===== src/rtl/assert_macros.svh =====
// Assertion macros shared by the pulse width decoder RTL.
`ifndef ASSERT_MACROS_SVH
`define ASSERT_MACROS_SVH
`ifndef SYNTHESIS
// Same-cycle implication, disabled while reset is held.
`define PW_ASSERT_IMPLIES(lbl, clk, rst_n, ante, cons) \
    lbl: assert property (@(posedge clk) disable iff (!rst_n) (ante) |-> (cons)) \
        else $error("pulse width decoder: same-cycle check failed");
// Next-cycle implication, disabled while reset is held.
`define PW_ASSERT_NEXT(lbl, clk, rst_n, ante, cons) \
    lbl: assert property (@(posedge clk) disable iff (!rst_n) (ante) |=> (cons)) \
        else $error("pulse width decoder: next-cycle check failed");
`else
`define PW_ASSERT_IMPLIES(lbl, clk, rst_n, ante, cons)
`define PW_ASSERT_NEXT(lbl, clk, rst_n, ante, cons)
`endif
`endif


===== src/rtl/pwwsd_pkg.sv =====
// Shared types and constants of the pulse width weather sensor decoder.
package pwwsd_pkg;

    localparam int TIME_BITS      = 32;
    localparam int CFG_DATA_W     = 16;
    localparam int CFG_IDX_W      = 3;
    localparam int PCOUNT_W       = 4;
    localparam int BCOUNT_W       = 6;
    localparam int WORD_BITS      = 40;

    localparam logic [PCOUNT_W-1:0] PREAMBLE_EDGES = 4'd8;
    localparam logic [BCOUNT_W-1:0] PACKET_BITS    = 6'd40;

    // Temperature conversion: (raw - 900 - 320) * 10 / 18, i.e. times 5 over 9.
    localparam logic signed [12:0] TEMP_OFFSET = 13'sd1220;
    localparam logic [16:0]        DIV9_RECIP  = 17'd58255;
    localparam int                 DIV9_SHIFT  = 19;
    localparam logic [7:0]         HUM_MAX     = 8'd100;

    typedef enum logic [3:0] {
        ST_WAIT         = 4'd0,
        ST_CHECK_SYNC   = 4'd1,
        ST_SYNC_OK      = 4'd2,
        ST_BAD_SYNC     = 4'd3,
        ST_BAD_HIGH     = 4'd4,
        ST_FALLING_OK   = 4'd5,
        ST_BAD_LOW      = 4'd6,
        ST_NEXT_BIT     = 4'd7,
        ST_BAD_SUM      = 4'd8,
        ST_BAD_HUMIDITY = 4'd9,
        ST_PACKET_OK    = 4'd10
    } t_status;

    typedef enum logic [CFG_IDX_W-1:0] {
        CFG_SYNC_MIN      = 3'd0,
        CFG_SYNC_MAX      = 3'd1,
        CFG_PULSE_MIN     = 3'd2,
        CFG_PULSE_MAX     = 3'd3,
        CFG_ONE_THRESHOLD = 3'd4,
        CFG_SHORT_LOW_MAX = 3'd5,
        CFG_LONG_LOW_MIN  = 3'd6
    } t_cfg_idx;

    typedef struct packed {
        logic [CFG_DATA_W-1:0] sync_min;
        logic [CFG_DATA_W-1:0] sync_max;
        logic [CFG_DATA_W-1:0] pulse_min;
        logic [CFG_DATA_W-1:0] pulse_max;
        logic [CFG_DATA_W-1:0] one_threshold;
        logic [CFG_DATA_W-1:0] short_low_max;
        logic [CFG_DATA_W-1:0] long_low_min;
    } t_cfg;

    typedef struct packed {
        t_status            status;
        logic               packet_valid;
        logic [7:0]         sensor_id;
        logic [2:0]         channel;
        logic               batt_low;
        logic [6:0]         humidity;
        logic signed [11:0] temperature;
    } t_result;

endpackage


===== src/rtl/pwwsd_in_if.sv =====
// Request channel carrying one radio edge event.
interface pwwsd_in_if;
    import pwwsd_pkg::*;

    logic                 valid;
    logic                 ready;
    logic                 edge_rising;
    logic [TIME_BITS-1:0] timestamp;

    modport source (output valid, output edge_rising, output timestamp, input ready);
    modport sink   (input valid, input edge_rising, input timestamp, output ready);
endinterface


===== src/rtl/pwwsd_out_if.sv =====
// Request channel carrying one decode status with any packet fields.
interface pwwsd_out_if;
    import pwwsd_pkg::*;

    logic               valid;
    logic               ready;
    t_status            status;
    logic               packet_valid;
    logic [7:0]         sensor_id;
    logic [2:0]         channel;
    logic               batt_low;
    logic [6:0]         humidity;
    logic signed [11:0] temperature;

    modport source (output valid, output status, output packet_valid, output sensor_id,
                    output channel, output batt_low, output humidity,
                    output temperature, input ready);
    modport sink   (input valid, input status, input packet_valid, input sensor_id,
                    input channel, input batt_low, input humidity,
                    input temperature, output ready);
endinterface


===== src/rtl/pwwsd_cfg_regs.sv =====
// Timing threshold registers written through the configuration port.
module pwwsd_cfg_regs (
    input  logic                             i_clk,
    input  logic                             i_rst_n,
    input  logic                             i_we,
    input  logic [pwwsd_pkg::CFG_IDX_W-1:0]  i_index,
    input  logic [pwwsd_pkg::CFG_DATA_W-1:0] i_data,
    output pwwsd_pkg::t_cfg                  o_cfg
);
    import pwwsd_pkg::*;

    t_cfg r_cfg;

    // Reset loads the default thresholds; a write to an unused index is dropped.
    always_ff @(posedge i_clk) begin
        if (!i_rst_n) begin
            r_cfg.sync_min      <= 16'd700;
            r_cfg.sync_max      <= 16'd900;
            r_cfg.pulse_min     <= 16'd200;
            r_cfg.pulse_max     <= 16'd600;
            r_cfg.one_threshold <= 16'd400;
            r_cfg.short_low_max <= 16'd300;
            r_cfg.long_low_min  <= 16'd400;
        end else if (i_we) begin
            case (i_index)
                CFG_SYNC_MIN:      r_cfg.sync_min      <= i_data;
                CFG_SYNC_MAX:      r_cfg.sync_max      <= i_data;
                CFG_PULSE_MIN:     r_cfg.pulse_min     <= i_data;
                CFG_PULSE_MAX:     r_cfg.pulse_max     <= i_data;
                CFG_ONE_THRESHOLD: r_cfg.one_threshold <= i_data;
                CFG_SHORT_LOW_MAX: r_cfg.short_low_max <= i_data;
                CFG_LONG_LOW_MIN:  r_cfg.long_low_min  <= i_data;
                default: ;
            endcase
        end
    end

    assign o_cfg = r_cfg;

endmodule


===== src/rtl/pwwsd_packet_check.sv =====
// Sum check, humidity limit and field extraction for a completed 40-bit word.
module pwwsd_packet_check (
    input  logic [pwwsd_pkg::WORD_BITS-1:0] i_word,
    output pwwsd_pkg::t_result              o_result
);
    import pwwsd_pkg::*;

    logic [7:0]         b0, b1, b2, b3, b4;
    logic [7:0]         sum;
    logic [11:0]        raw;
    logic signed [12:0] diff;
    logic signed [14:0] diff_x;
    logic signed [14:0] diff5;
    logic [13:0]        mag;
    logic [30:0]        prod;
    logic [10:0]        quo;
    logic signed [11:0] temp;

    // Byte 0 is the last byte received, byte 4 the first.
    assign b0  = i_word[7:0];
    assign b1  = i_word[15:8];
    assign b2  = i_word[23:16];
    assign b3  = i_word[31:24];
    assign b4  = i_word[39:32];
    assign sum = b1 + b2 + b3 + b4;

    // Temperature: scale by five by shift and add, then divide the magnitude
    // by nine with a reciprocal multiply, and restore the sign so the
    // quotient truncates toward zero.
    assign raw    = {b3[3:0], b2};
    assign diff   = $signed({1'b0, raw}) - TEMP_OFFSET;
    assign diff_x = $signed({{2{diff[12]}}, diff});
    assign diff5  = (diff_x <<< 2) + diff_x;
    assign mag    = diff5[14] ? 14'(-diff5) : 14'(diff5);
    assign prod   = 31'(mag) * 31'(DIV9_RECIP);
    assign quo    = prod[DIV9_SHIFT +: 11];
    assign temp   = diff5[14] ? -$signed({1'b0, quo}) : $signed({1'b0, quo});

    // Fields are only reported for a packet that passes both checks.
    always_comb begin
        o_result = '0;
        if (sum != b0) begin
            o_result.status = ST_BAD_SUM;
        end else if (b1 > HUM_MAX) begin
            o_result.status = ST_BAD_HUMIDITY;
        end else begin
            o_result.status       = ST_PACKET_OK;
            o_result.packet_valid = 1'b1;
            o_result.sensor_id    = b4;
            o_result.channel      = b3[6:4];
            o_result.batt_low     = b3[7];
            o_result.humidity     = b1[6:0];
            o_result.temperature  = temp;
        end
    end

endmodule


===== src/rtl/pwwsd_edge_ctrl.sv =====
// Per-edge gap measurement, preamble tracking and bit reception.
module pwwsd_edge_ctrl (
    input  logic                            i_clk,
    input  logic                            i_rst_n,
    input  pwwsd_pkg::t_cfg                 i_cfg,
    input  logic                            i_step,
    input  logic                            i_rising,
    input  logic [pwwsd_pkg::TIME_BITS-1:0] i_time,
    output pwwsd_pkg::t_result              o_result
);
    import pwwsd_pkg::*;

    typedef enum logic [2:0] {
        S_IDLE     = 3'b001,
        S_PREAMBLE = 3'b010,
        S_BITS     = 3'b100
    } t_state;

    t_state                r_state,  n_state;
    logic [TIME_BITS-1:0]  r_last;
    logic [PCOUNT_W-1:0]   r_pcount, n_pcount;
    logic [BCOUNT_W-1:0]   r_bcount, n_bcount;
    logic                  r_expect, n_expect;
    logic [WORD_BITS-1:0]  r_word,   n_word;

    logic [TIME_BITS-1:0]  delta;
    logic                  sync_ok, high_ok, low_ok;
    logic [PCOUNT_W-1:0]   pcount_inc;
    logic [BCOUNT_W-1:0]   bcount_inc;
    logic [WORD_BITS-1:0]  word_shift;
    logic                  packet_done;
    t_status               status;
    t_result               pkt_result;

    // Gap since the previous edge, wrapping with the timestamp.
    assign delta = i_time - r_last;

    assign sync_ok = (delta >= TIME_BITS'(i_cfg.sync_min))
                  && (delta <= TIME_BITS'(i_cfg.sync_max));
    assign high_ok = (delta >= TIME_BITS'(i_cfg.pulse_min))
                  && (delta <= TIME_BITS'(i_cfg.pulse_max));
    // After a one the low time is short, after a zero it is long.
    assign low_ok  = r_expect
        ? ((delta >= TIME_BITS'(i_cfg.pulse_min))
           && (delta <= TIME_BITS'(i_cfg.short_low_max)))
        : ((delta >= TIME_BITS'(i_cfg.long_low_min))
           && (delta <= TIME_BITS'(i_cfg.pulse_max)));

    assign pcount_inc = r_pcount + 1'b1;
    assign bcount_inc = r_bcount + 1'b1;
    assign word_shift = {r_word[WORD_BITS-2:0], r_expect};

    pwwsd_packet_check u_packet_check (
        .i_word   (word_shift),
        .o_result (pkt_result)
    );

    // Next state and status for the edge being decoded.
    always_comb begin
        n_state     = r_state;
        n_pcount    = r_pcount;
        n_bcount    = r_bcount;
        n_expect    = r_expect;
        n_word      = r_word;
        status      = ST_WAIT;
        packet_done = 1'b0;
        unique case (r_state)
            S_IDLE: begin
                if (i_rising) begin
                    n_state  = S_PREAMBLE;
                    n_pcount = '0;
                    status   = ST_CHECK_SYNC;
                end
            end
            S_PREAMBLE: begin
                if (!sync_ok) begin
                    n_state = S_IDLE;
                    status  = ST_BAD_SYNC;
                end else if (pcount_inc >= PREAMBLE_EDGES) begin
                    n_state  = S_BITS;
                    n_pcount = '0;
                    n_bcount = '0;
                    status   = ST_SYNC_OK;
                end else begin
                    n_pcount = pcount_inc;
                end
            end
            S_BITS: begin
                if (!i_rising) begin
                    if (!high_ok) begin
                        n_state = S_IDLE;
                        status  = ST_BAD_HIGH;
                    end else begin
                        n_expect = delta >= TIME_BITS'(i_cfg.one_threshold);
                        status   = ST_FALLING_OK;
                    end
                end else if (!low_ok) begin
                    n_state = S_IDLE;
                    status  = ST_BAD_LOW;
                end else begin
                    n_word   = word_shift;
                    n_bcount = bcount_inc;
                    if (bcount_inc >= PACKET_BITS) begin
                        n_state     = S_IDLE;
                        packet_done = 1'b1;
                    end else begin
                        status = ST_NEXT_BIT;
                    end
                end
            end
            default: begin
                n_state = S_IDLE;
            end
        endcase
    end

    // The last bit of a packet reports the packet check; every other edge
    // reports its status alone.
    always_comb begin
        if (packet_done) begin
            o_result = pkt_result;
        end else begin
            o_result        = '0;
            o_result.status = status;
        end
    end

    // Decoder state advances once per decoded edge.
    always_ff @(posedge i_clk) begin
        if (!i_rst_n) begin
            r_state  <= S_IDLE;
            r_last   <= '0;
            r_pcount <= '0;
            r_bcount <= '0;
            r_expect <= 1'b0;
            r_word   <= '0;
        end else if (i_step) begin
            r_state  <= n_state;
            r_last   <= i_time;
            r_pcount <= n_pcount;
            r_bcount <= n_bcount;
            r_expect <= n_expect;
            r_word   <= n_word;
        end
    end

endmodule


===== src/rtl/pulse_width_weather_sensor_decoder.sv =====
// Top level of the pulse width weather sensor decoder.
// An accepted edge request is held in the edge register, then decoded into
// the result register, which offers the result. Throughput: one edge per cycle
// while results are taken; each edge makes one pass through the decode logic.
// Reset (synchronous, active low) clears the decoder state, empties both
// registers and loads the default thresholds.
`include "assert_macros.svh"

module pulse_width_weather_sensor_decoder (
    input  logic                             i_clk,
    input  logic                             i_rst_n,
    pwwsd_in_if.sink                         i_edge,
    pwwsd_out_if.source                      o_result,
    input  logic                             i_cfg_we,
    input  logic [pwwsd_pkg::CFG_IDX_W-1:0]  i_cfg_index,
    input  logic [pwwsd_pkg::CFG_DATA_W-1:0] i_cfg_data
);
    import pwwsd_pkg::*;

    t_cfg                 cfg;
    t_result              result;

    logic                 r_in_valid;
    logic                 r_in_rising;
    logic [TIME_BITS-1:0] r_in_time;
    logic                 r_out_valid;
    t_result              r_out;

    logic                 w_out_free;
    logic                 w_advance;
    logic                 w_in_accept;

    pwwsd_cfg_regs u_cfg_regs (
        .i_clk   (i_clk),
        .i_rst_n (i_rst_n),
        .i_we    (i_cfg_we),
        .i_index (i_cfg_index),
        .i_data  (i_cfg_data),
        .o_cfg   (cfg)
    );

    // The edge register moves on whenever the result register is free or
    // being emptied, so an edge can enter every cycle while results are taken.
    assign w_out_free   = !r_out_valid || o_result.ready;
    assign w_advance    = r_in_valid && w_out_free;
    assign i_edge.ready = !r_in_valid || w_out_free;
    assign w_in_accept  = i_edge.valid && i_edge.ready;

    pwwsd_edge_ctrl u_edge_ctrl (
        .i_clk    (i_clk),
        .i_rst_n  (i_rst_n),
        .i_cfg    (cfg),
        .i_step   (w_advance),
        .i_rising (r_in_rising),
        .i_time   (r_in_time),
        .o_result (result)
    );

    // Edge register.
    always_ff @(posedge i_clk) begin
        if (!i_rst_n) begin
            r_in_valid <= 1'b0;
        end else if (w_in_accept) begin
            r_in_valid <= 1'b1;
        end else if (w_advance) begin
            r_in_valid <= 1'b0;
        end
    end

    always_ff @(posedge i_clk) begin
        if (w_in_accept) begin
            r_in_rising <= i_edge.edge_rising;
            r_in_time   <= i_edge.timestamp;
        end
    end

    // Result register.
    always_ff @(posedge i_clk) begin
        if (!i_rst_n) begin
            r_out_valid <= 1'b0;
        end else if (w_advance) begin
            r_out_valid <= 1'b1;
        end else if (o_result.ready) begin
            r_out_valid <= 1'b0;
        end
    end

    always_ff @(posedge i_clk) begin
        if (w_advance) begin
            r_out <= result;
        end
    end

    assign o_result.valid        = r_out_valid;
    assign o_result.status       = r_out.status;
    assign o_result.packet_valid = r_out.packet_valid;
    assign o_result.sensor_id    = r_out.sensor_id;
    assign o_result.channel      = r_out.channel;
    assign o_result.batt_low     = r_out.batt_low;
    assign o_result.humidity     = r_out.humidity;
    assign o_result.temperature  = r_out.temperature;

    // A packet flag goes with the packet status and nothing else.
    `PW_ASSERT_IMPLIES(a_pkt_flag, i_clk, i_rst_n, r_out_valid,
        r_out.packet_valid == (r_out.status == ST_PACKET_OK))
    // Without a packet the reported fields are zero.
    `PW_ASSERT_IMPLIES(a_fields_zero, i_clk, i_rst_n, r_out_valid && !r_out.packet_valid,
        r_out.sensor_id == 8'd0 && r_out.humidity == 7'd0 && r_out.temperature == 12'sd0)
    // A decoded edge always lands in the result register.
    `PW_ASSERT_NEXT(a_advance_lands, i_clk, i_rst_n, w_advance, r_out_valid)
    // A held edge is neither lost nor overwritten.
    `PW_ASSERT_NEXT(a_edge_held, i_clk, i_rst_n, r_in_valid && !w_advance,
        r_in_valid && $stable(r_in_time))

endmodule

===== src/flat_wrapper.sv =====
// flat-port wrapper written by rule: the top's interface ports become plain ports
module pulse_width_weather_sensor_decoder_flat import pwwsd_pkg::*;
  (i_clk, i_rst_n, i_cfg_we, i_cfg_index, i_cfg_data, i_edge_valid, i_edge_edge_rising, i_edge_timestamp, i_edge_ready, o_result_valid, o_result_status, o_result_packet_valid, o_result_sensor_id, o_result_channel, o_result_batt_low, o_result_humidity, o_result_temperature, o_result_ready);
  pwwsd_in_if i_edge_i ();
  pwwsd_out_if o_result_i ();
  input  logic i_clk;
  input  logic i_rst_n;
  input  logic i_cfg_we;
  input  logic [pwwsd_pkg::CFG_IDX_W-1:0] i_cfg_index;
  input  logic [pwwsd_pkg::CFG_DATA_W-1:0] i_cfg_data;
  input wire logic [$bits(i_edge_i.valid)-1:0] i_edge_valid;
  input wire logic [$bits(i_edge_i.edge_rising)-1:0] i_edge_edge_rising;
  input wire logic [$bits(i_edge_i.timestamp)-1:0] i_edge_timestamp;
  output wire logic [$bits(i_edge_i.ready)-1:0] i_edge_ready;
  output wire logic [$bits(o_result_i.valid)-1:0] o_result_valid;
  output wire logic [$bits(o_result_i.status)-1:0] o_result_status;
  output wire logic [$bits(o_result_i.packet_valid)-1:0] o_result_packet_valid;
  output wire logic [$bits(o_result_i.sensor_id)-1:0] o_result_sensor_id;
  output wire logic [$bits(o_result_i.channel)-1:0] o_result_channel;
  output wire logic [$bits(o_result_i.batt_low)-1:0] o_result_batt_low;
  output wire logic [$bits(o_result_i.humidity)-1:0] o_result_humidity;
  output wire logic [$bits(o_result_i.temperature)-1:0] o_result_temperature;
  input wire logic [$bits(o_result_i.ready)-1:0] o_result_ready;
  assign i_edge_i.valid = i_edge_valid;
  assign i_edge_i.edge_rising = i_edge_edge_rising;
  assign i_edge_i.timestamp = i_edge_timestamp;
  assign i_edge_ready = i_edge_i.ready;
  assign o_result_valid = o_result_i.valid;
  assign o_result_status = o_result_i.status;
  assign o_result_packet_valid = o_result_i.packet_valid;
  assign o_result_sensor_id = o_result_i.sensor_id;
  assign o_result_channel = o_result_i.channel;
  assign o_result_batt_low = o_result_i.batt_low;
  assign o_result_humidity = o_result_i.humidity;
  assign o_result_temperature = o_result_i.temperature;
  assign o_result_i.ready = o_result_ready;
  pulse_width_weather_sensor_decoder u_core (.i_clk(i_clk), .i_rst_n(i_rst_n), .i_edge(i_edge_i), .o_result(o_result_i), .i_cfg_we(i_cfg_we), .i_cfg_index(i_cfg_index), .i_cfg_data(i_cfg_data));
endmodule

===== config.mk =====
export PLATFORM = sky130hd
export DESIGN_NAME = pulse_width_weather_sensor_decoder_flat
export DESIGN_NICKNAME = d
export VERILOG_FILES = /design/src/rtl/pwwsd_pkg.sv /design/src/rtl/pwwsd_in_if.sv /design/src/rtl/pwwsd_out_if.sv /design/src/rtl/pwwsd_cfg_regs.sv /design/src/rtl/pwwsd_packet_check.sv /design/src/rtl/pwwsd_edge_ctrl.sv /design/src/rtl/pulse_width_weather_sensor_decoder.sv /design/src/flat_wrapper.sv
export VERILOG_INCLUDE_DIRS = /design/src /design/src/rtl
export SDC_FILE = /design/constraint.sdc
export NUM_CORES = 1
export LEC_CHECK = 0
export ABC_CLOCK_PERIOD_IN_PS = 12300
export BUFFER_PORTS_ARGS = -buffer_cell sky130_fd_sc_hd__buf_4
export CAP_MARGIN = 0
export CORE_MARGIN = 1.5
export CORE_UTILIZATION = 25
export CTS_CLUSTER_SIZE = 40
export DETAILED_ROUTE_END_ITERATION = 16
export GPL_TIMING_DRIVEN = 0
export PLACE_DENSITY = 0.45
export SYNTH_ARGS = -nofsm -noshare
export SYNTH_HDL_FRONTEND = slang
export SYNTH_SLANG_ARGS = --single-unit

===== constraint.sdc =====
create_clock -name i_clk -period 12.3 [get_ports i_clk]
set_input_delay 2.46 -clock i_clk [delete_from_list [all_inputs] [get_ports i_clk]]
set_output_delay 2.46 -clock i_clk [all_outputs]
set_load 0.005 [all_outputs]

==> results of run 1 <==
## kinds of logic (layout without fill, tap and decap cells)
logic type | after synthesis | in the layout
adder cells (fa/ha/maj) | 358 | 358
buffers and inverters | 366 | 526
AO/OA/AOI/OAI | 489 | 489
AND/OR/NAND/NOR | 728 | 728
flip-flops | 268 | 268
XOR/XNOR | 87 | 87
multiplexers | 46 | 46
## flip-flops by register name, summed over array words and instances, names as in the netlist, 3 cells and up
signal and count:
u_core.u_edge_ctrl.r_pcount 4, u_core.u_edge_ctrl.r_last 32, u_core.u_edge_ctrl.r_word 39, u_core.o_result.channel 3, u_core.o_result.humidity 7, u_core.u_cfg_regs.o_cfg 112
u_core.u_edge_ctrl.r_bcount 6, u_core.r_in_time 32, u_core.o_result.sensor_id 8, u_core.o_result.temperature 12, u_core.u_edge_ctrl.r_state 3, u_core.o_result.status 4
## metrics by stage
stage                     instances  total power (uW)  hold slack, ns  setup WS (ns)  instance area, um^2
final                          3562              2510           0.452           1.23                23600
after global routing           3562              2650           0.470          0.160                23600
after CTS                      3562              2550           0.455          0.632                23600
after detailed placement       3496              1410           0.446          0.669                22300
after global placement         3493              1400           0.443          0.810                22200
after floorplan                2342              1240           0.436           2.76                20200
## power by group
part / internal [uW] / total (uW) / switching [uW]
Sequential: 932 / 947 / 14.9
Combinational: 163 / 443 / 281
Clock: 669 / 1120 / 455
## cell type report
| cell class | count | area (um^2) | area share |
|---|---|---|---|
| plain buffers | 76 | 319 | 0.0135 |
| clock buffers | 47 | 1040 | 0.0439 |
| clock inverters | 19 | 236 | 0.0100 |
| inverters | 290 | 1090 | 0.0462 |
| multi-input cells | 1708 | 12800 | 0.543 |
| flip-flops and latches | 268 | 6060 | 0.257 |
| well taps | 1060 | 1330 | 0.0562 |
| repair buffers | 94 | 722 | 0.0306 |
## layout by cell type (no fill, tap or decap), types with 8 or more instances in the layout
master,count
clkbuf_16,39
ha_1,278
xnor2_1,49
a2111oi_0,9
nor3_1,35
o31ai_1,12
nand3_1,41
inv_1,289
clkbuf_1,65
a211oi_1,17
xor2_1,33
edfxtp_1,69
a21o_1,39
and3_1,12
o21ai_0,66
nand2b_1,19
nand2_1,347
nand4_1,30
o211ai_1,42
mux2i_1,44
nor2_1,127
a21oi_1,203
a31oi_1,11
fa_1,80
or3_1,12
and2_1,36
o21a_1,16
buf_2,8
buf_4,92
nor2b_1,19
dfxtp_1,199
nor4_1,14
## metal layers
layer	up-vias	global-route usage
met3	92	0.0253
met5	-	0
li1	8334	-
met1	7893	0.185
met2	316	0.239
met4	2	0.0445
## worst max-delay path: cells and delay by family, from the launching register on
kind	cells	cell delay (ns)
fa+ha+maj	9	3.82
compound gates	7	2.39
simple gates	11	2.21
buf+inv	9	1.26
xor+xnor	3	0.76
flops	1	0.37
## worst paths after layout
path	from	slack [ns]	to	cells past startpoint
max	u_core.u_edge_ctrl.r_word[17]$_SDFFE_PN0P_	1.23	u_core.o_result.temperature[10]$_SDFFCE_PP0P_	39
min	u_core.u_cfg_regs.o_cfg[46]$_SDFFE_PN0P_	0.45	u_core.u_cfg_regs.o_cfg[46]$_SDFFE_PN0P_	2
max reg2reg	u_core.u_edge_ctrl.r_word[17]$_SDFFE_PN0P_	1.23	u_core.o_result.temperature[10]$_SDFFCE_PP0P_	39
min reg2reg	u_core.u_cfg_regs.o_cfg[46]$_SDFFE_PN0P_	0.45	u_core.u_cfg_regs.o_cfg[46]$_SDFFE_PN0P_	2
==> results.json, run 1 <==
{
  "outcome": "finished, final reports clean",
  "grt_max_degree": 34,
  "synth_seq_cells": 268,
  "drive_gt1_frac": 0.0775,
  "critPathArrivalTime_ns": 11.38,
  "synth-main-ff-cell": "dfxtp_1",
  "synth_top_cell_area_share": 0.197,
  "synth_mux_area_frac": 0.0229,
  "cp.required_ns": 12.62,
  "slew_viol_final": 0,
  "syn_area_mm2": 0.0202,
  "p_per_area_mw_per_mm2": 107,
  "critPathMostFrequentCell": "inv_1",
  "synth-edff-count": 69,
  "rsz0062_at_grt": "no",
  "cp-end-kind": "flop",
  "vias": 16637,
  "path_max_fanout": 10,
  "ant_nets": 0,
  "n_antenna_cell": 0,
  "gp_congestion": 0.855,
  "area_delta_synth_final_pct": 16.7,
  "synth_top_family_by_area": "adder cells",
  "syn_nets": 2757,
  "synthTopCellsByCount": "nand2_1, inv_1, ha_1",
  "synthArstFlopShare": 0,
  "wl_per_cell_um": 16.5,
  "period_share": 0.900,
  "yosysTopAreaCell": "dfxtp_1",
  "drcViolationCount": 0,
  "syn_inst": 2342,
  "synth_compound_area_frac": 0.153,
  "fin_skew_ns": 0.0381,
  "grtUsageTotal": 0.142,
  "ir_drop_mv": 0.0712,
  "synth_most_common_cell": "nand2_1",
  "syn_area_per_cell_um2": 8.63,
  "worstMarginPinSlew_ns": 1.37,
  "cts_resized": 0,
  "slowest_delay_ns": 0.56,
  "fin_tns_setup_ns": 0,
  "wl_mm": 58.7,
  "grt.overflow.total": 0,
  "place.port_buffers": 91,
  "clock_latency_ns": 0.58,
  "clockBufferDepth": 3,
  "clock_sinks": 268,
  "setup_viol": 0,
  "h-tree-depth": 2,
  "antenna_found_initial": 2,
  "dieArea_mm2": 0.0826,
  "die_y_um": 287,
  "p_leak_uw": 0.00998,
  "vias_per_cell": 4.67,
  "synthAdderAreaFrac": 0.251,
  "max_freq_ghz": 0.0903,
  "synth_xor_area_frac": 0.0377,
  "die_x_um": 287,
  "layout_min_cycle_time_ns": 11.07,
  "hpwl_mm": 45.7,
  "io-pin-count": 95,
  "cts_root_buf": "clkbuf_16",
  "hold_class": "reg2reg",
  "grt_pass1_wl_mm": 92.3,
  "ys_types": 77,
  "relSlewSlack": 0.0860,
  "synth_area_leaders": "dfxtp_1, ha_1, edfxtp_1",
  "nets": 2889,
  "synth-simple-area-share": 0.166,
  "top_layer": "met5",
  "grt_pass1_vias": 16671,
  "ys_warn_count": 0,
  "fin_util": 0.294,
  "hold_violations": 0,
  "hold_buffers": 0,
  "rows": 104,
  "drt-pass1-iter-count": 5,
  "wl_met3_mm": 2.63,
  "cts_setup_buffers": 0,
  "fillCellCount": 8515,
  "maxCapViolCount": 0,
  "criticalPathCategory": "reg2reg",
  "met2_length_mm": 27.3,
  "yosysSeqAreaShare": 0.300,
  "start_kind": "flop",
  "cts_buffers": 36,
  "first_iter_violations": 961,
  "cts_tree": "done",
  "slowest_stage": "fa_1",
  "core_area_mm2": 0.0803,
  "start_util": 0.252,
  "m1WireLength_mm": 27.2,
  "clk_pin_slew_ns": 0.06
}
Note: power is estimated with default switching activity, not from simulation.
==> inputs of run 2 (changes only) <==
--- a/config.mk
+++ b/config.mk
@@ -8,13 +8,13 @@
 export LEC_CHECK = 0
 export ABC_CLOCK_PERIOD_IN_PS = 12300
 export BUFFER_PORTS_ARGS = -buffer_cell sky130_fd_sc_hd__buf_4
-export CAP_MARGIN = 0
+export CAP_MARGIN = 20
 export CORE_MARGIN = 1.5
-export CORE_UTILIZATION = 25
+export CORE_UTILIZATION = 63
 export CTS_CLUSTER_SIZE = 40
 export DETAILED_ROUTE_END_ITERATION = 16
 export GPL_TIMING_DRIVEN = 0
-export PLACE_DENSITY = 0.45
+export PLACE_DENSITY = 0.87
 export SYNTH_ARGS = -nofsm -noshare
 export SYNTH_HDL_FRONTEND = slang
 export SYNTH_SLANG_ARGS = --single-unit
==> results.json, run 2 (synthesis results as in run 1) <==
{
  "register_area_mm2": 0.00606,
  "rsz0062_at_grt": "no",
  "nets": 2889,
  "cp.required_ns": 12.65,
  "cts_setup_buffers": 0,
  "cp-end-kind": "flop",
  "fin_util": 0.712,
  "clk_pin_slew_ns": 0.07,
  "period_share": 0.920,
  "drive_gt1_frac": 0.0736,
  "grt_max_degree": 35,
  "cts_buffers": 31,
  "wl_per_cell_um": 17.8,
  "hold_class": "reg2reg",
  "core_area_mm2": 0.0316,
  "reg2reg_depth": 37,
  "maxCapViolCount": 0,
  "die_y_um": 182,
  "start_util": 0.640,
  "first_iter_violations": 1346,
  "start_kind": "flop",
  "p_leak_uw": 0.00985,
  "drcViolationCount": 0,
  "hpwl_mm": 39.9,
  "grt.overflow.total": 0,
  "grt_pass1_vias": 17472,
  "final_common_cell": "nand2_1",
  "wl_mm": 51.7,
  "worstMarginPinSlew_ns": 1.22,
  "slew_viol_final": 0,
  "rows": 65,
  "n_antenna_cell": 0,
  "slowest_delay_ns": 0.54,
  "multi_input_area_mm2": 0.0128,
  "cts_tree": "done",
  "critPathMostFrequentCell": "fa_1",
  "cts_resized": 0,
  "vias": 17501,
  "die_x_um": 182,
  "clock_latency_ns": 0.58,
  "fillCellCount": 2406,
  "drt-pass1-iter-count": 5,
  "grtUsageTotal": 0.311,
  "largest_reg_flops": 112,
  "worstHoldEndpoint": "u_core.u_edge_ctrl.r_last[29]$_SDFFE_PN0P_",
  "relSlewSlack": 0.184,
  "antenna_found_initial": 0,
  "grt_pass1_wl_mm": 83.7,
  "slowest_stage": "fa_1",
  "min_from": "u_core.u_edge_ctrl.r_last[29]$_SDFFE_PN0P_",
  "critPathArrivalTime_ns": 11.67,
  "max_freq_ghz": 0.0883,
  "fin_tns_setup_ns": 0,
  "r2r-start": "u_core.u_edge_ctrl.r_word[17]$_SDFFE_PN0P_",
  "r2r_slack_ns": 0.98,
  "final_cell_mix": "nand2_1, inv_1, ha_1",
  "gp_congestion": 0.927,
  "path_max_fanout": 10,
  "ir_drop_mv": 0.113,
  "hold_buffers": 0,
  "ant_nets": 0,
  "outcome": "finished, final reports clean",
  "clock_sinks": 268,
  "layout_min_cycle_time_ns": 11.32,
  "fin_skew_ns": 0.0124,
  "hold_violations": 0,
  "criticalPathCategory": "reg2reg",
  "io-pin-count": 95,
  "dieArea_mm2": 0.0332,
  "p_per_area_mw_per_mm2": 101,
  "crit_buf_inv": 7,
  "path_delay_family": "adder cells",
  "clockBufferDepth": 3,
  "h-tree-depth": 1,
  "area_delta_synth_final_pct": 11.2,
  "min_delay_path_depth": 2,
  "cts_root_buf": "clkbuf_16",
  "vias_per_cell": 6.03,
  "crit-reg2reg-capture": "u_core.o_result.temperature[10]$_SDFFCE_PP0P_",
  "setup_viol": 0,
  "place.port_buffers": 91
}
[run 2: cell count changes in the layout (fill, tap and decap cells not counted), moves of 2 or more]
cell       previous run  this run
clkbuf_16            39        31
clkinv_2              2         6
xnor2_1              49        53
xnor2_2               5         1
bufinv_16             3         0
clkbuf_1             65        68
buf_4                92        94
clkbuf_8              3         5
inv_4                 3         1
[run 2: power by group]
part	switching, uW	leakage [uW]	total (uW)	internal, uW
combinational	268	0.00711	433	165
sequential	13.8	0.00226	945	932
clock	386	0.000476	883	497
total	668	0.00985	2260	1590
[run 2: worst max-delay path by stage]
stage          cells past startpoint                                       start                                       endpoint  slack, ns
5_1_grt                           37  u_core.u_edge_ctrl.r_word[17]$_SDFFE_PN0P_  u_core.o_result.temperature[10]$_SDFFCE_PP0P_       0.22
4_1_cts                           37  u_core.u_edge_ctrl.r_word[17]$_SDFFE_PN0P_  u_core.o_result.temperature[10]$_SDFFCE_PP0P_       0.89
3_3_place_gp                      37  u_core.u_edge_ctrl.r_word[17]$_SDFFE_PN0P_  u_core.o_result.temperature[10]$_SDFFCE_PP0P_       1.26
2_1_floorplan                     39  u_core.u_edge_ctrl.r_word[17]$_SDFFE_PN0P_  u_core.o_result.temperature[10]$_SDFFCE_PP0P_       2.76
6_report                          37  u_core.u_edge_ctrl.r_word[17]$_SDFFE_PN0P_  u_core.o_result.temperature[10]$_SDFFCE_PP0P_       0.98
3_5_place_dp                      37  u_core.u_edge_ctrl.r_word[17]$_SDFFE_PN0P_  u_core.o_result.temperature[10]$_SDFFCE_PP0P_       1.02
[run 2: tightest hold or removal path: stages, from the launching register on]
cell and delay, ns:
dfxtp_1 0.31, nand2_1 0.05, a21oi_1 0.05
[run 2: area by class of cell]
class,count,area share
plain buffers,76,0.0141
clock buffers,43,0.0388
clock inverters,15,0.00462
inverters,290,0.0484
multi-input cells,1708,0.568
flip-flops and latches,268,0.270
well taps,402,0.0224
repair buffers,99,0.0345
[run 2: metrics by stage]
step	hold WS [ns]	worst slack (ns)	power, uW	instances	cell area (um^2)
2_1_floorplan	0.436	2.76	1240	2342	20200
3_3_place_gp	0.442	1.26	1350	2835	21400
3_5_place_dp	0.446	1.02	1380	2839	21500
4_1_cts	0.454	0.890	2250	2897	22400
5_1_grt	0.468	0.219	2350	2901	22500
6_report	0.454	0.980	2260	2901	22500
[run 2: layer usage]
| layer | track usage | up-vias | share of wire |
|---|---|---|---|
| li1 | - | 8309 | - |
| met1 | 0.382 | 8306 | 0.41 |
| met2 | 0.544 | 727 | 0.48 |
| met3 | 0.0453 | 159 | 0.075 |
| met4 | 0.139 | 0 | 0.042 |
| met5 | 0 | - | 0 |
